<file path="src/dllm_pkg.sv">
// dllm_pkg: op codes and fixed field widths for the linked list manager
// no dependencies; imported by the top level
`default_nettype none

package dllm_pkg;

	// widths of the node and count fields on the ports
	localparam int NODE_W  = 6;
	localparam int COUNT_W = 7;

	// op codes carried by the op field
	typedef enum logic [2:0] {
		OP_PUSH_FRONT = 3'd0,
		OP_PUSH_BACK  = 3'd1,
		OP_INS_AFTER  = 3'd2,
		OP_INS_BEFORE = 3'd3,
		OP_POP_FRONT  = 3'd4,
		OP_POP_BACK   = 3'd5,
		OP_REMOVE     = 3'd6,
		OP_QUERY      = 3'd7
	} op_t;

endpackage

`default_nettype wire

</file>
<file path="src/dllm_link_ram.sv">
// dllm_link_ram: one link store, one write port and one registered read port
// no dependencies; instantiated twice by the top level (next and prev links)
`default_nettype none

module dllm_link_ram #(
	parameter int DEPTH = 64,
	parameter int WIDTH = 7,
	localparam int AW = (DEPTH > 1) ? $clog2(DEPTH) : 1
) (
	input  logic             clk,
	input  logic             we,
	input  logic [AW-1:0]    waddr,
	input  logic [WIDTH-1:0] wdata,
	input  logic             re,
	input  logic [AW-1:0]    raddr,
	output logic [WIDTH-1:0] rdata
);

	logic [WIDTH-1:0] mem [DEPTH];

	// write port
	always_ff @(posedge clk) begin
		if (we) begin
			mem[waddr] <= wdata;
		end
	end

	// read port, data registered from the address when re is high
	always_ff @(posedge clk) begin
		if (re) begin
			rdata <= mem[raddr];
		end
	end

endmodule

`default_nettype wire

</file>
<file path="src/doubly_linked_list_manager_unit.sv">
// doubly_linked_list_manager_unit: top level of the linked list manager
// depends on dllm_pkg and dllm_link_ram
//
//  channel | signals                                  | transfer when
//  --------+------------------------------------------+---------------------------
//  input   | in_valid, in_stall, op, node, anchor     | in_valid && !in_stall
//  output  | out_valid, out_stall, popped_node ...    | out_valid && !out_stall
//          |   prev_valid (one result per input item) |
//
// Every item passes through four steps: accept with link read, first link write,
// second link write, result load. The two link memories each have one write
// port, which sets the two write steps.
// After reset both link memories are cleared to null, one entry per cycle, so
// no input is taken until the clearing pass is done.
// A held result in the output register does not block the next item; only the
// result load waits for the output register to empty.
`default_nettype none

module doubly_linked_list_manager_unit #(
	parameter int NODES = 64
) (
	input  logic                           clk,
	input  logic                           arst_n,
	input  logic                           in_valid,
	output logic                           in_stall,
	input  logic [2:0]                     op,
	input  logic [dllm_pkg::NODE_W-1:0]    node,
	input  logic [dllm_pkg::NODE_W-1:0]    anchor,
	output logic                           out_valid,
	input  logic                           out_stall,
	output logic [dllm_pkg::NODE_W-1:0]    popped_node,
	output logic                           popped_valid,
	output logic [dllm_pkg::NODE_W-1:0]    head_node,
	output logic [dllm_pkg::NODE_W-1:0]    tail_node,
	output logic                           list_empty,
	output logic [dllm_pkg::COUNT_W-1:0]   count,
	output logic [dllm_pkg::NODE_W-1:0]    next_node,
	output logic                           next_valid,
	output logic [dllm_pkg::NODE_W-1:0]    prev_node,
	output logic                           prev_valid
);

	import dllm_pkg::*;

	// link width holds a slot number or null, index width addresses a slot
	localparam int LW  = $clog2(NODES + 1);
	localparam int IW  = (NODES > 1) ? $clog2(NODES) : 1;
	localparam int XW  = LW + NODE_W;
	localparam logic [LW-1:0] NIL = LW'(NODES);
	localparam logic [IW-1:0] LAST_IDX = IW'(NODES - 1);

	typedef enum logic [2:0] {
		ST_CLEAR,
		ST_IDLE,
		ST_W1,
		ST_W2,
		ST_DONE
	} state_t;

	function automatic logic is_slot(input logic [LW-1:0] v);
		return v < NIL;
	endfunction

	function automatic logic [IW-1:0] idx(input logic [LW-1:0] v);
		return is_slot(v) ? IW'(v) : '0;
	endfunction

	function automatic logic [NODE_W-1:0] to_node(input logic [LW-1:0] v);
		logic [XW-1:0] e;
		e = {{NODE_W{1'b0}}, v};
		return is_slot(v) ? e[NODE_W-1:0] : '0;
	endfunction

	state_t            state_q;
	logic [IW-1:0]     clr_q;
	logic [LW-1:0]     head_q, tail_q;
	logic [COUNT_W-1:0] count_q;

	op_t               op_q;
	logic [LW-1:0]     n_q, a_q;
	logic              n_ok_q, a_ok_q;

	logic              w2_nx_we_q, w2_pv_we_q;
	logic [IW-1:0]     w2_nx_wa_q, w2_pv_wa_q;
	logic [LW-1:0]     w2_nx_wd_q, w2_pv_wd_q;

	logic [NODE_W-1:0] popped_q, qn_q, qp_q;
	logic              popped_v_q, qn_v_q, qp_v_q;
	logic              out_valid_q;

	// input side decode
	op_t               op_in;
	logic [LW-1:0]     node_l, anchor_l;
	logic              n_ok_in, a_ok_in, take;

	// link memory ports
	logic              nx_we, pv_we;
	logic [IW-1:0]     nx_wa, pv_wa, nx_ra, pv_ra;
	logic [LW-1:0]     nx_wd, pv_wd, nx_rd, pv_rd;

	// first write cycle results
	logic              w1_nx_we, w1_pv_we, w2_nx_we, w2_pv_we;
	logic [IW-1:0]     w1_nx_wa, w1_pv_wa, w2_nx_wa, w2_pv_wa;
	logic [LW-1:0]     w1_nx_wd, w1_pv_wd, w2_nx_wd, w2_pv_wd;
	logic [LW-1:0]     head_d, tail_d, t_node;
	logic [COUNT_W-1:0] count_d;
	logic [NODE_W-1:0] popped_d, qn_d, qp_d;
	logic              popped_v_d, qn_v_d, qp_v_d, unlink_ok;

	assign op_in    = op_t'(op);
	assign node_l   = LW'(node);
	assign anchor_l = LW'(anchor);
	assign n_ok_in  = {{LW{1'b0}}, node} < XW'(NODES);
	assign a_ok_in  = {{LW{1'b0}}, anchor} < XW'(NODES);
	assign in_stall = (state_q != ST_IDLE);
	assign take     = in_valid && !in_stall;
	assign out_valid = out_valid_q;

	// read addresses, issued on the input transfer
	always_comb begin
		unique case (op_in)
			OP_INS_AFTER: begin
				nx_ra = idx(anchor_l);
				pv_ra = idx(node_l);
			end
			OP_INS_BEFORE: begin
				nx_ra = idx(node_l);
				pv_ra = idx(anchor_l);
			end
			OP_POP_FRONT: begin
				nx_ra = idx(head_q);
				pv_ra = idx(head_q);
			end
			OP_POP_BACK: begin
				nx_ra = idx(tail_q);
				pv_ra = idx(tail_q);
			end
			default: begin
				nx_ra = idx(node_l);
				pv_ra = idx(node_l);
			end
		endcase
	end

	// link updates and results of the first write cycle
	always_comb begin
		w1_nx_we = 1'b0;
		w1_nx_wa = idx(n_q);
		w1_nx_wd = NIL;
		w1_pv_we = 1'b0;
		w1_pv_wa = idx(n_q);
		w1_pv_wd = NIL;
		w2_nx_we = 1'b0;
		w2_nx_wa = idx(n_q);
		w2_nx_wd = NIL;
		w2_pv_we = 1'b0;
		w2_pv_wa = idx(n_q);
		w2_pv_wd = NIL;
		head_d     = head_q;
		tail_d     = tail_q;
		count_d    = count_q;
		popped_d   = '0;
		popped_v_d = 1'b0;
		qn_d       = '0;
		qn_v_d     = 1'b0;
		qp_d       = '0;
		qp_v_d     = 1'b0;
		t_node     = n_q;
		unlink_ok  = n_ok_q;
		if (op_q == OP_POP_FRONT) begin
			t_node    = head_q;
			unlink_ok = is_slot(head_q);
		end else if (op_q == OP_POP_BACK) begin
			t_node    = tail_q;
			unlink_ok = is_slot(tail_q);
		end
		unique case (op_q)
			OP_PUSH_FRONT: begin
				if (n_ok_q) begin
					w1_nx_we = 1'b1;
					w1_pv_we = 1'b1;
					if (is_slot(head_q)) begin
						w1_pv_wa = idx(head_q);
						w1_pv_wd = n_q;
						w1_nx_wd = head_q;
						w2_pv_we = 1'b1;
					end else begin
						tail_d = n_q;
					end
					head_d  = n_q;
					count_d = count_q + COUNT_W'(1);
				end
			end
			OP_PUSH_BACK: begin
				if (n_ok_q) begin
					w1_nx_we = 1'b1;
					w1_pv_we = 1'b1;
					if (is_slot(tail_q)) begin
						w1_nx_wa = idx(tail_q);
						w1_nx_wd = n_q;
						w1_pv_wd = tail_q;
						w2_nx_we = 1'b1;
					end else begin
						head_d = n_q;
					end
					tail_d  = n_q;
					count_d = count_q + COUNT_W'(1);
				end
			end
			OP_INS_AFTER: begin
				if (n_ok_q && a_ok_q) begin
					// new node takes the anchor's successor, then neighbors point at it
					w1_nx_we = 1'b1;
					w1_nx_wd = nx_rd;
					w1_pv_we = 1'b1;
					w1_pv_wd = a_q;
					if (is_slot(nx_rd)) begin
						w2_pv_we = 1'b1;
						w2_pv_wa = idx(nx_rd);
						w2_pv_wd = n_q;
					end else begin
						tail_d = n_q;
					end
					w2_nx_we = 1'b1;
					w2_nx_wa = idx(a_q);
					w2_nx_wd = n_q;
					count_d  = count_q + COUNT_W'(1);
				end
			end
			OP_INS_BEFORE: begin
				if (n_ok_q && a_ok_q) begin
					w1_pv_we = 1'b1;
					w1_pv_wd = pv_rd;
					w1_nx_we = 1'b1;
					w1_nx_wd = a_q;
					if (is_slot(pv_rd)) begin
						w2_nx_we = 1'b1;
						w2_nx_wa = idx(pv_rd);
						w2_nx_wd = n_q;
					end else begin
						head_d = n_q;
					end
					w2_pv_we = 1'b1;
					w2_pv_wa = idx(a_q);
					w2_pv_wd = n_q;
					count_d  = count_q + COUNT_W'(1);
				end
			end
			OP_POP_FRONT, OP_POP_BACK, OP_REMOVE: begin
				if (unlink_ok) begin
					// bridge the neighbors of the node being taken off
					if (is_slot(nx_rd)) begin
						w1_pv_we = 1'b1;
						w1_pv_wa = idx(nx_rd);
						w1_pv_wd = pv_rd;
					end
					if (is_slot(pv_rd)) begin
						w1_nx_we = 1'b1;
						w1_nx_wa = idx(pv_rd);
						w1_nx_wd = nx_rd;
					end
					if (head_q == t_node) begin
						head_d = nx_rd;
					end
					if (tail_q == t_node) begin
						tail_d = pv_rd;
					end
					count_d = count_q - COUNT_W'(1);
					if (op_q != OP_REMOVE) begin
						popped_d   = to_node(t_node);
						popped_v_d = 1'b1;
					end
				end
			end
			OP_QUERY: begin
				if (n_ok_q) begin
					qn_d   = to_node(nx_rd);
					qn_v_d = is_slot(nx_rd);
					qp_d   = to_node(pv_rd);
					qp_v_d = is_slot(pv_rd);
				end
			end
		endcase
	end

	// write port select: clearing pass, first or second write cycle
	always_comb begin
		nx_we = 1'b0;
		nx_wa = clr_q;
		nx_wd = NIL;
		pv_we = 1'b0;
		pv_wa = clr_q;
		pv_wd = NIL;
		unique case (state_q)
			ST_CLEAR: begin
				nx_we = 1'b1;
				pv_we = 1'b1;
			end
			ST_W1: begin
				nx_we = w1_nx_we;
				nx_wa = w1_nx_wa;
				nx_wd = w1_nx_wd;
				pv_we = w1_pv_we;
				pv_wa = w1_pv_wa;
				pv_wd = w1_pv_wd;
			end
			ST_W2: begin
				nx_we = w2_nx_we_q;
				nx_wa = w2_nx_wa_q;
				nx_wd = w2_nx_wd_q;
				pv_we = w2_pv_we_q;
				pv_wa = w2_pv_wa_q;
				pv_wd = w2_pv_wd_q;
			end
			default: begin
				nx_we = 1'b0;
				pv_we = 1'b0;
			end
		endcase
	end

	dllm_link_ram #(
		.DEPTH (NODES),
		.WIDTH (LW)
	) u_next_ram (
		.clk   (clk),
		.we    (nx_we),
		.waddr (nx_wa),
		.wdata (nx_wd),
		.re    (take),
		.raddr (nx_ra),
		.rdata (nx_rd)
	);

	dllm_link_ram #(
		.DEPTH (NODES),
		.WIDTH (LW)
	) u_prev_ram (
		.clk   (clk),
		.we    (pv_we),
		.waddr (pv_wa),
		.wdata (pv_wd),
		.re    (take),
		.raddr (pv_ra),
		.rdata (pv_rd)
	);

	// sequencer, list pointers and output register
	always_ff @(posedge clk or negedge arst_n) begin
		if (!arst_n) begin
			state_q     <= ST_CLEAR;
			clr_q       <= '0;
			head_q      <= NIL;
			tail_q      <= NIL;
			count_q     <= '0;
			op_q        <= OP_QUERY;
			n_q         <= NIL;
			a_q         <= NIL;
			n_ok_q      <= 1'b0;
			a_ok_q      <= 1'b0;
			w2_nx_we_q  <= 1'b0;
			w2_nx_wa_q  <= '0;
			w2_nx_wd_q  <= NIL;
			w2_pv_we_q  <= 1'b0;
			w2_pv_wa_q  <= '0;
			w2_pv_wd_q  <= NIL;
			popped_q    <= '0;
			popped_v_q  <= 1'b0;
			qn_q        <= '0;
			qn_v_q      <= 1'b0;
			qp_q        <= '0;
			qp_v_q      <= 1'b0;
			out_valid_q <= 1'b0;
			popped_node  <= '0;
			popped_valid <= 1'b0;
			head_node    <= '0;
			tail_node    <= '0;
			list_empty   <= 1'b1;
			count        <= '0;
			next_node    <= '0;
			next_valid   <= 1'b0;
			prev_node    <= '0;
			prev_valid   <= 1'b0;
		end else begin
			// result leaves; in ST_DONE the load below decides the flag
			if (out_valid_q && !out_stall && state_q != ST_DONE) begin
				out_valid_q <= 1'b0;
			end
			unique case (state_q)
				ST_CLEAR: begin
					clr_q <= clr_q + IW'(1);
					if (clr_q == LAST_IDX) begin
						state_q <= ST_IDLE;
					end
				end
				ST_IDLE: begin
					if (in_valid) begin
						op_q    <= op_in;
						n_q     <= node_l;
						a_q     <= anchor_l;
						n_ok_q  <= n_ok_in;
						a_ok_q  <= a_ok_in;
						state_q <= ST_W1;
					end
				end
				ST_W1: begin
					head_q     <= head_d;
					tail_q     <= tail_d;
					count_q    <= count_d;
					w2_nx_we_q <= w2_nx_we;
					w2_nx_wa_q <= w2_nx_wa;
					w2_nx_wd_q <= w2_nx_wd;
					w2_pv_we_q <= w2_pv_we;
					w2_pv_wa_q <= w2_pv_wa;
					w2_pv_wd_q <= w2_pv_wd;
					popped_q   <= popped_d;
					popped_v_q <= popped_v_d;
					qn_q       <= qn_d;
					qn_v_q     <= qn_v_d;
					qp_q       <= qp_d;
					qp_v_q     <= qp_v_d;
					state_q    <= ST_W2;
				end
				ST_W2: begin
					state_q <= ST_DONE;
				end
				ST_DONE: begin
					if (!out_valid_q || !out_stall) begin
						popped_node  <= popped_q;
						popped_valid <= popped_v_q;
						head_node    <= to_node(head_q);
						tail_node    <= to_node(tail_q);
						list_empty   <= !is_slot(head_q);
						count        <= count_q;
						next_node    <= qn_q;
						next_valid   <= qn_v_q;
						prev_node    <= qp_q;
						prev_valid   <= qp_v_q;
						out_valid_q  <= 1'b1;
						state_q      <= ST_IDLE;
					end
				end
				default: begin
					state_q <= ST_IDLE;
				end
			endcase
		end
	end

endmodule

`default_nettype wire
</file>
<file path="config.mk">
export PLATFORM = sky130hd
export DESIGN_NAME = doubly_linked_list_manager_unit
export DESIGN_NICKNAME = d
export VERILOG_FILES = /design/src/dllm_pkg.sv /design/src/dllm_link_ram.sv /design/src/doubly_linked_list_manager_unit.sv
export SDC_FILE = /design/constraint.sdc
export NUM_CORES = 2
export LEC_CHECK = 0
export BUFFER_PORTS_ARGS = -buffer_cell sky130_fd_sc_hd__buf_2
export CAP_MARGIN = 20
export CORE_ASPECT_RATIO = 1.5
export CORE_UTILIZATION = 35
export DETAILED_ROUTE_END_ITERATION = 10
export PLACE_DENSITY = 0.5
export SETUP_SLACK_MARGIN = 0.3
export SYNTH_ARGS = -nofsm -noshare
export SYNTH_HDL_FRONTEND = slang
export SYNTH_SLANG_ARGS = --single-unit
</file>
<file path="constraint.sdc">
create_clock -name clk -period 6 [get_ports clk]
set_clock_uncertainty 0.05 [all_clocks]
set_input_delay 0 -clock clk [delete_from_list [all_inputs] [get_ports clk]]
set_output_delay 0 -clock clk [all_outputs]
set_load 0.01 [all_outputs]
</file>
======== Word level (Yosys, flattened, before mapping) ========
Memory sizes are Yosys's and may differ from the RTL's. A register that Yosys moved wholly into a read port is not among the register bits.
Cells that the tools add are included.
storage, ports and cells
  word-level logic and storage cells ...... 224
  bits in registers ....................... 139
  input port bits ......................... 19
  RAM bits ................................ 896
  output and inout port bits .............. 43
  memories kept ........................... 2
cells by class
  order comparisons ....................... 9
  reductions and logical operators ........ 23
  equal/unequal tests ..................... 37
  add/sub/neg operators ................... 3
  muxes and demuxes ....................... 118
memory list
  name            words  bits a word  read ports  clocked after memory_dff  write ports  line                 text
  u_next_ram.mem  64     7            1           1                         1            dllm_link_ram.sv:19  logic [WIDTH-1:0] mem [DEPTH];
  u_prev_ram.mem  64     7            1           1                         1            dllm_link_ram.sv:19
operators with widths
  operator             count
  $mux 7               37
  $mux 6               27
  $pmux 6 s2           6
  $pmux 7 s2           5
  $pmux 7 s5           2
  $pmux 7 s4           2
  $lt 7x7->1 const B   7
  $pmux 6 s3           2
  $ne 2x2->1 const B   14
  $mux 1               27
  $eq 3x3->1 const B   7
  $eq 3x2->1 const B   6
  $reduce_and 9->1     2
  $pmux 3 s5           1
  $eq 7x7->1           2
  $lt 6x7->1 const B   2
  $pmux 1 s3           4
  $mux 3               3
  $reduce_bool 4->1    2
  $add 7x1->7 const B  1
  $sub 7x1->7 const B  1
  $add 6x1->6 const B  1
  $eq 3x1->1 const B   2
  $eq 6x6->1 const B   1
  other kinds (15)     26

======== Longest topological paths before layout ========
  depth after elaboration ................. 8
  mapped depth ............................ 15
  mapped depth without buffers ............ 11

======== Hierarchy ========
Synthesis repeated with hierarchy kept, for this count alone.
unflattened totals
  cells, all modules ...................... 2,528
  area total of the unflattened synthesis .. 43,533.0 um^2
by module, submodules not included
  module                           cells each  times used  sequential area each (um^2)  area an instance (um^2)
  dllm_link_ram (u_next_ram)       837         1           13,663.1                     17,743.3
  dllm_link_ram (u_prev_ram)       835         1           13,663.1                     17,732.0
  doubly_linked_list_manager_unit  856         1           3,464.6                      8,057.7

======== Worst setup path before layout ========
OpenSTA, ideal clock, no wires.
  path kind ............................... flip-flop to flip-flop
  start ................................... register op_q[1]
  end ..................................... memory u_prev_ram.mem[0][1] (data pin)
  required time ........................... 5.248 ns
  arrival ................................. 4.432 ns
  setup time .............................. 0.702 ns
  path slack .............................. 0.817 ns
  path buffers ............................ 1
  cell stages (with the launch flop) ...... 8
  period minus slack after synthesis ...... 5.183 ns
  cells stage by stage .................... dfstp_2 > buf_2 > inv_1 > nor2_1 > nand2_1 > o21ai_0 > a221oi_1 > o21ai_0
between the ends
  cells in the longest elaborated chain, start to end .. 6
  elaborated cells between the ends (all ways) .. 13
ends and longest elaborated chain
  element                 line                                                                            text
  from (decl)             doubly_linked_list_manager_unit.sv:79                                           op_t op_q;
  from (signal assigned)  doubly_linked_list_manager_unit.sv:398                                          op_q <= op_in;
  $eq 3x3->1              doubly_linked_list_manager_unit.sv:173, doubly_linked_list_manager_unit.sv:177
  $mux 1                  doubly_linked_list_manager_unit.sv:173                                          end else if (op_q == OP_POP_BACK) begin
  $mux 1                  doubly_linked_list_manager_unit.sv:170                                          if (op_q == OP_POP_FRONT) begin
  $mux 7                  doubly_linked_list_manager_unit.sv:250                                          if (unlink_ok) begin
  $pmux 7 s5 (*)          doubly_linked_list_manager_unit.sv:177                                          unique case (op_q)
  $pmux 7 s2 (*)          doubly_linked_list_manager_unit.sv:294                                          unique case (state_q)
  named net pv_wd[1]      doubly_linked_list_manager_unit.sv:99                                           logic [LW-1:0] nx_wd, pv_wd, nx_rd, pv_rd;
  to (decl)               dllm_link_ram.sv:19
The timed path passes the listed nets; every way through them passes the cells marked *.

======== Worst setup path after layout ========
  start ................................... register op_q[0]
  end ..................................... memory u_prev_ram.mem[8][6], enable pin
between the ends
  cells in the longest elaborated chain, start to end .. 8
  elaborated cells between the ends (all ways) .. 19
ends and longest elaborated chain
  element                       line                                                                            text
  $eq 3x3->1                    doubly_linked_list_manager_unit.sv:173, doubly_linked_list_manager_unit.sv:177
  $mux 1                        doubly_linked_list_manager_unit.sv:173
  $mux 1                        doubly_linked_list_manager_unit.sv:170
  $mux 1                        doubly_linked_list_manager_unit.sv:250
  $pmux 1 s2                    doubly_linked_list_manager_unit.sv:177
  $pmux 1 s3                    doubly_linked_list_manager_unit.sv:294
  $mux 1                        dllm_link_ram.sv:23                                                             if (we) begin
  $mux 1 (implied by the code)  dllm_link_ram.sv:24                                                             mem[waddr] <= wdata;
Several ways; a longest one is shown, not always the timed one.

==> metrics.md <==
| Metric | Value |
|---|---|
| Status | `completed` |
| Global-route wire length before repair | `192 mm` |
| Largest net degree at the start of global routing | `115` |
| HPWL Detailed | `around 90 mm` |
| Power Total | `22600 uW` |
| CP Capture Type | `register` |
| GR Util All Layers | `20.4%` |
| Clock root cell | `clkbuf_16` |
| Synth Cell Area | `about 45000 um^2` |
| Placed insts | `4742` |
| Final RePlAce weighted congestion | `0.934` |
| Post-CTS Resized | `0` |
| Die area | `129000 um^2` |
| LEAKAGE | `0.0179 uW` |
| Clock sink count | `1048` |
| Hold Vio Cnt, Final | `0` |
| Row cnt | `160` |
| R2R cell count | `8` |
| Peak VDD IR | `approximately 0.26 mV` |
| Worst Tran Pin Value | `1.14 ns` |
| Crit path launch | `op_q[0]` |
| RSZ-0062 raised after global routing | `false` |
| Routed Antenna Nets | `0` |
| Synth warn | `0` |
| Max-slew violations | `0` |
| Share of cells above drive strength 1 | `16.3%` |
| Clk slew on worst S/H paths | `0.06 ns` |
| Syn Inst Count | `3107` |
| PD cells | `between 400 and 500 nW/um^2` |
| Hold crit path type | `input port to register` |
| H-tree Lvls | `3` |
| DR DRC count | `0` |
| Vias in the first global route | `27812` |
| Via count | `~27000` |
| Boundary Pins | `62` |
| Gr ovfl total | `0` |
| Count of final setup violators | `0` |
| CTS tree | `yes` |
| Initial core utilization | `35.2%` |
| Finished Layout Cells | `4967` |
| Startpoint Class | `register` |
| Tcrit/Tclk final | `slightly above 80%` |
| Antenna violations before repair | `3` |
| Sum of negative setup slack | `0 ns` |
| Fillers | `11698` |
| Reg-to-Reg End | `u_prev_ram.mem[8][6]` |
| Placed Area | `around 47000 um^2` |
| Reg2reg setup slack | `1.16 ns` |
| F_max | `0.206 GHz` |
| #FFs+latches synth | `1048` |
| Final instance area | `50700 um^2` |
| Syn_area_per_cell | `between 10 and 15 um^2` |
| Critical path capture point | `u_prev_ram.mem[8][6]` |
| Longest Clk Path Bufs | `3` |
| Die X | `294 um` |
| DRT Pass-1 Iters | `6` |
| Critical path class | `register to register` |
| Chip height | `439 um` |
| I/O Buffers | `61` |
| Fin nets | `between 3000 and 4000` |
| Max-cap violations | `0` |
| Vias/cell | `about 5.5` |
| Layout area overhead | `13.7%` |
| TritonCTS buffer count | `around 100` |
| Wire per inst | `26.7 um` |
| CORE AREA | `roughly 130000 um^2` |
| Worst Path Max Fanout | `24` |
| Critical Path RT | `between 6 and 7 ns` |
| CP arrival | `5.13 ns` |
| Clock period minus worst slack | `4.84 ns` |
| Asr flop ratio synth | `13.2%` |
| Routed wire length | `approximately 130 mm` |
| Reg-to-reg startpoint | `op_q[0]` |
| HP Start | `node[3]` |
| Syn_nets | `approximately 3100` |
| Sequential share of the synthesized area | `69.0%` |
| Hold Path Stages | `3` |
| Main synth FF type | `edfxtp_1` |
| Max_slew headroom | `24.0%` |
| Post-synth EDFFs | `910` |
| Initial DRC count | `around 2200` |
| Netlist cell types | `92` |
| Worst-Skew Late Latency | `around 0.71 ns` |
==> per-stage QoR <==
step | hold slack (ns) | setup slack [ns] | utilization (%)
after global placement | 0.0837 | 0.347 | 37.0
final | 0.128 | 1.16 | 40.0
after detailed placement | 0.0817 | 1.20 | 37.1
after floorplan | -0.346 | 0.817 | -
after global routing | 0.119 | 0.908 | 40.0
after CTS | 0.0777 | 1.19 | 40.0
==> logic make-up after synthesis <==
group                      Yosys count  share of synthesized area (%)
AOI/OAI and AO/OA                  553                           8.95
xor gates and xnor gates            29                          0.569
adders and majority gates            7                          0.213
buffers and inverters              216                           2.32
DFF                               1048                           69.0
muxes                              473                           11.1
and+or+nand+nor                    781                           7.90
==> timing repair <==
action	4_1_cts	5_1_grt
hold buffers	21	0
buffers inserted	0	0
endpoints found under the hold margin	117	0
==> layout by cell type (no fill, tap or decap), types with 30 or more instances in the layout <==
| cell | instances |
|---|---|
| a21oi_1 | 110 |
| a221o_1 | 30 |
| a22oi_1 | 41 |
| buf_2 | 65 |
| buf_4 | 61 |
| clkbuf_16 | 109 |
| dfrtp_1 | 129 |
| edfxtp_1 | 910 |
| mux2_2 | 150 |
| mux2i_1 | 320 |
| nand2_1 | 339 |
| nand3_1 | 95 |
| nor2_1 | 183 |
| o21ai_0 | 72 |
==> power breakdown <==
part / leakage [uW] / internal [uW] / total, uW / switching (uW)
sequential: 0.0101 / 9140 / 9880 / 734
combinational: 0.00609 / 1870 / 6140 / 4280
clock: 0.00171 / 3800 / 6630 / 2830
==> worst min-delay path by stage <==
stage	end
floorplan	a_ok_q
global placement	count[3]
detailed placement	count[6]
CTS	a_q[5]
global route	a_q[5]
finish	n_q[3]
==> sequential cells by signal, indices dropped and copies added, names as in the netlist, 7 cells and up <==
register	cells
count	7
count_q	7
head_q	7
n_q	7
tail_q	7
u_next_ram.mem	448
u_next_ram.rdata	7
u_prev_ram.mem	448
u_prev_ram.rdata	7
w2_nx_wd_q	7
w2_pv_wd_q	7
==> cells in the mapped netlist, types with 27 or more instances <==
| cell | number | area, um^2 |
|---|---|---|
| o21ai_0 | 83 | 415 |
| nand3_1 | 95 | 475 |
| clkbuf_1 | 87 | 327 |
| a221o_1 | 30 | 300 |
| nor2_1 | 186 | 698 |
| dfrtp_1 | 129 | 3230 |
| nand2_1 | 340 | 1280 |
| edfxtp_1 | 910 | 27300 |
| mux2i_1 | 320 | 3200 |
| o22a_1 | 27 | 236 |
| a21oi_1 | 110 | 551 |
| buf_2 | 62 | 310 |
| a22oi_1 | 41 | 308 |
| o32ai_1 | 27 | 236 |
| mux2_2 | 150 | 1690 |
==> worst max-delay path, cell delays in order, from the launching register on <==
cell      delay [ns]
dfstp_2         0.88
mux2i_2         0.38
mux2i_4         0.18
nor2_2          0.22
mux2i_1         0.24
o221ai_1        0.18
a21boi_1        0.76
nand4_1         0.84
nor2_1          0.73
==> per-layer routing <==
layer,GRT usage (%),wire [um]
met4,11.2,7650
met1,22.7,49200
met5,0,28
met3,2.44,5580
met2,37.6,70200
==> cell type report <==
cell class	count	area, um^2	area share, %
flip-flops and latches	1048	30800	60.7
clock inverters	61	603	1.19
clock buffers	135	2890	5.69
repair buffers	158	1170	2.32
inverters	20	75.1	0.148
multi-input cells	1843	13100	25.8
well taps	1701	2130	4.19
diodes	1	2.50	0.00493
Note: power is estimated with default switching activity, not from simulation.
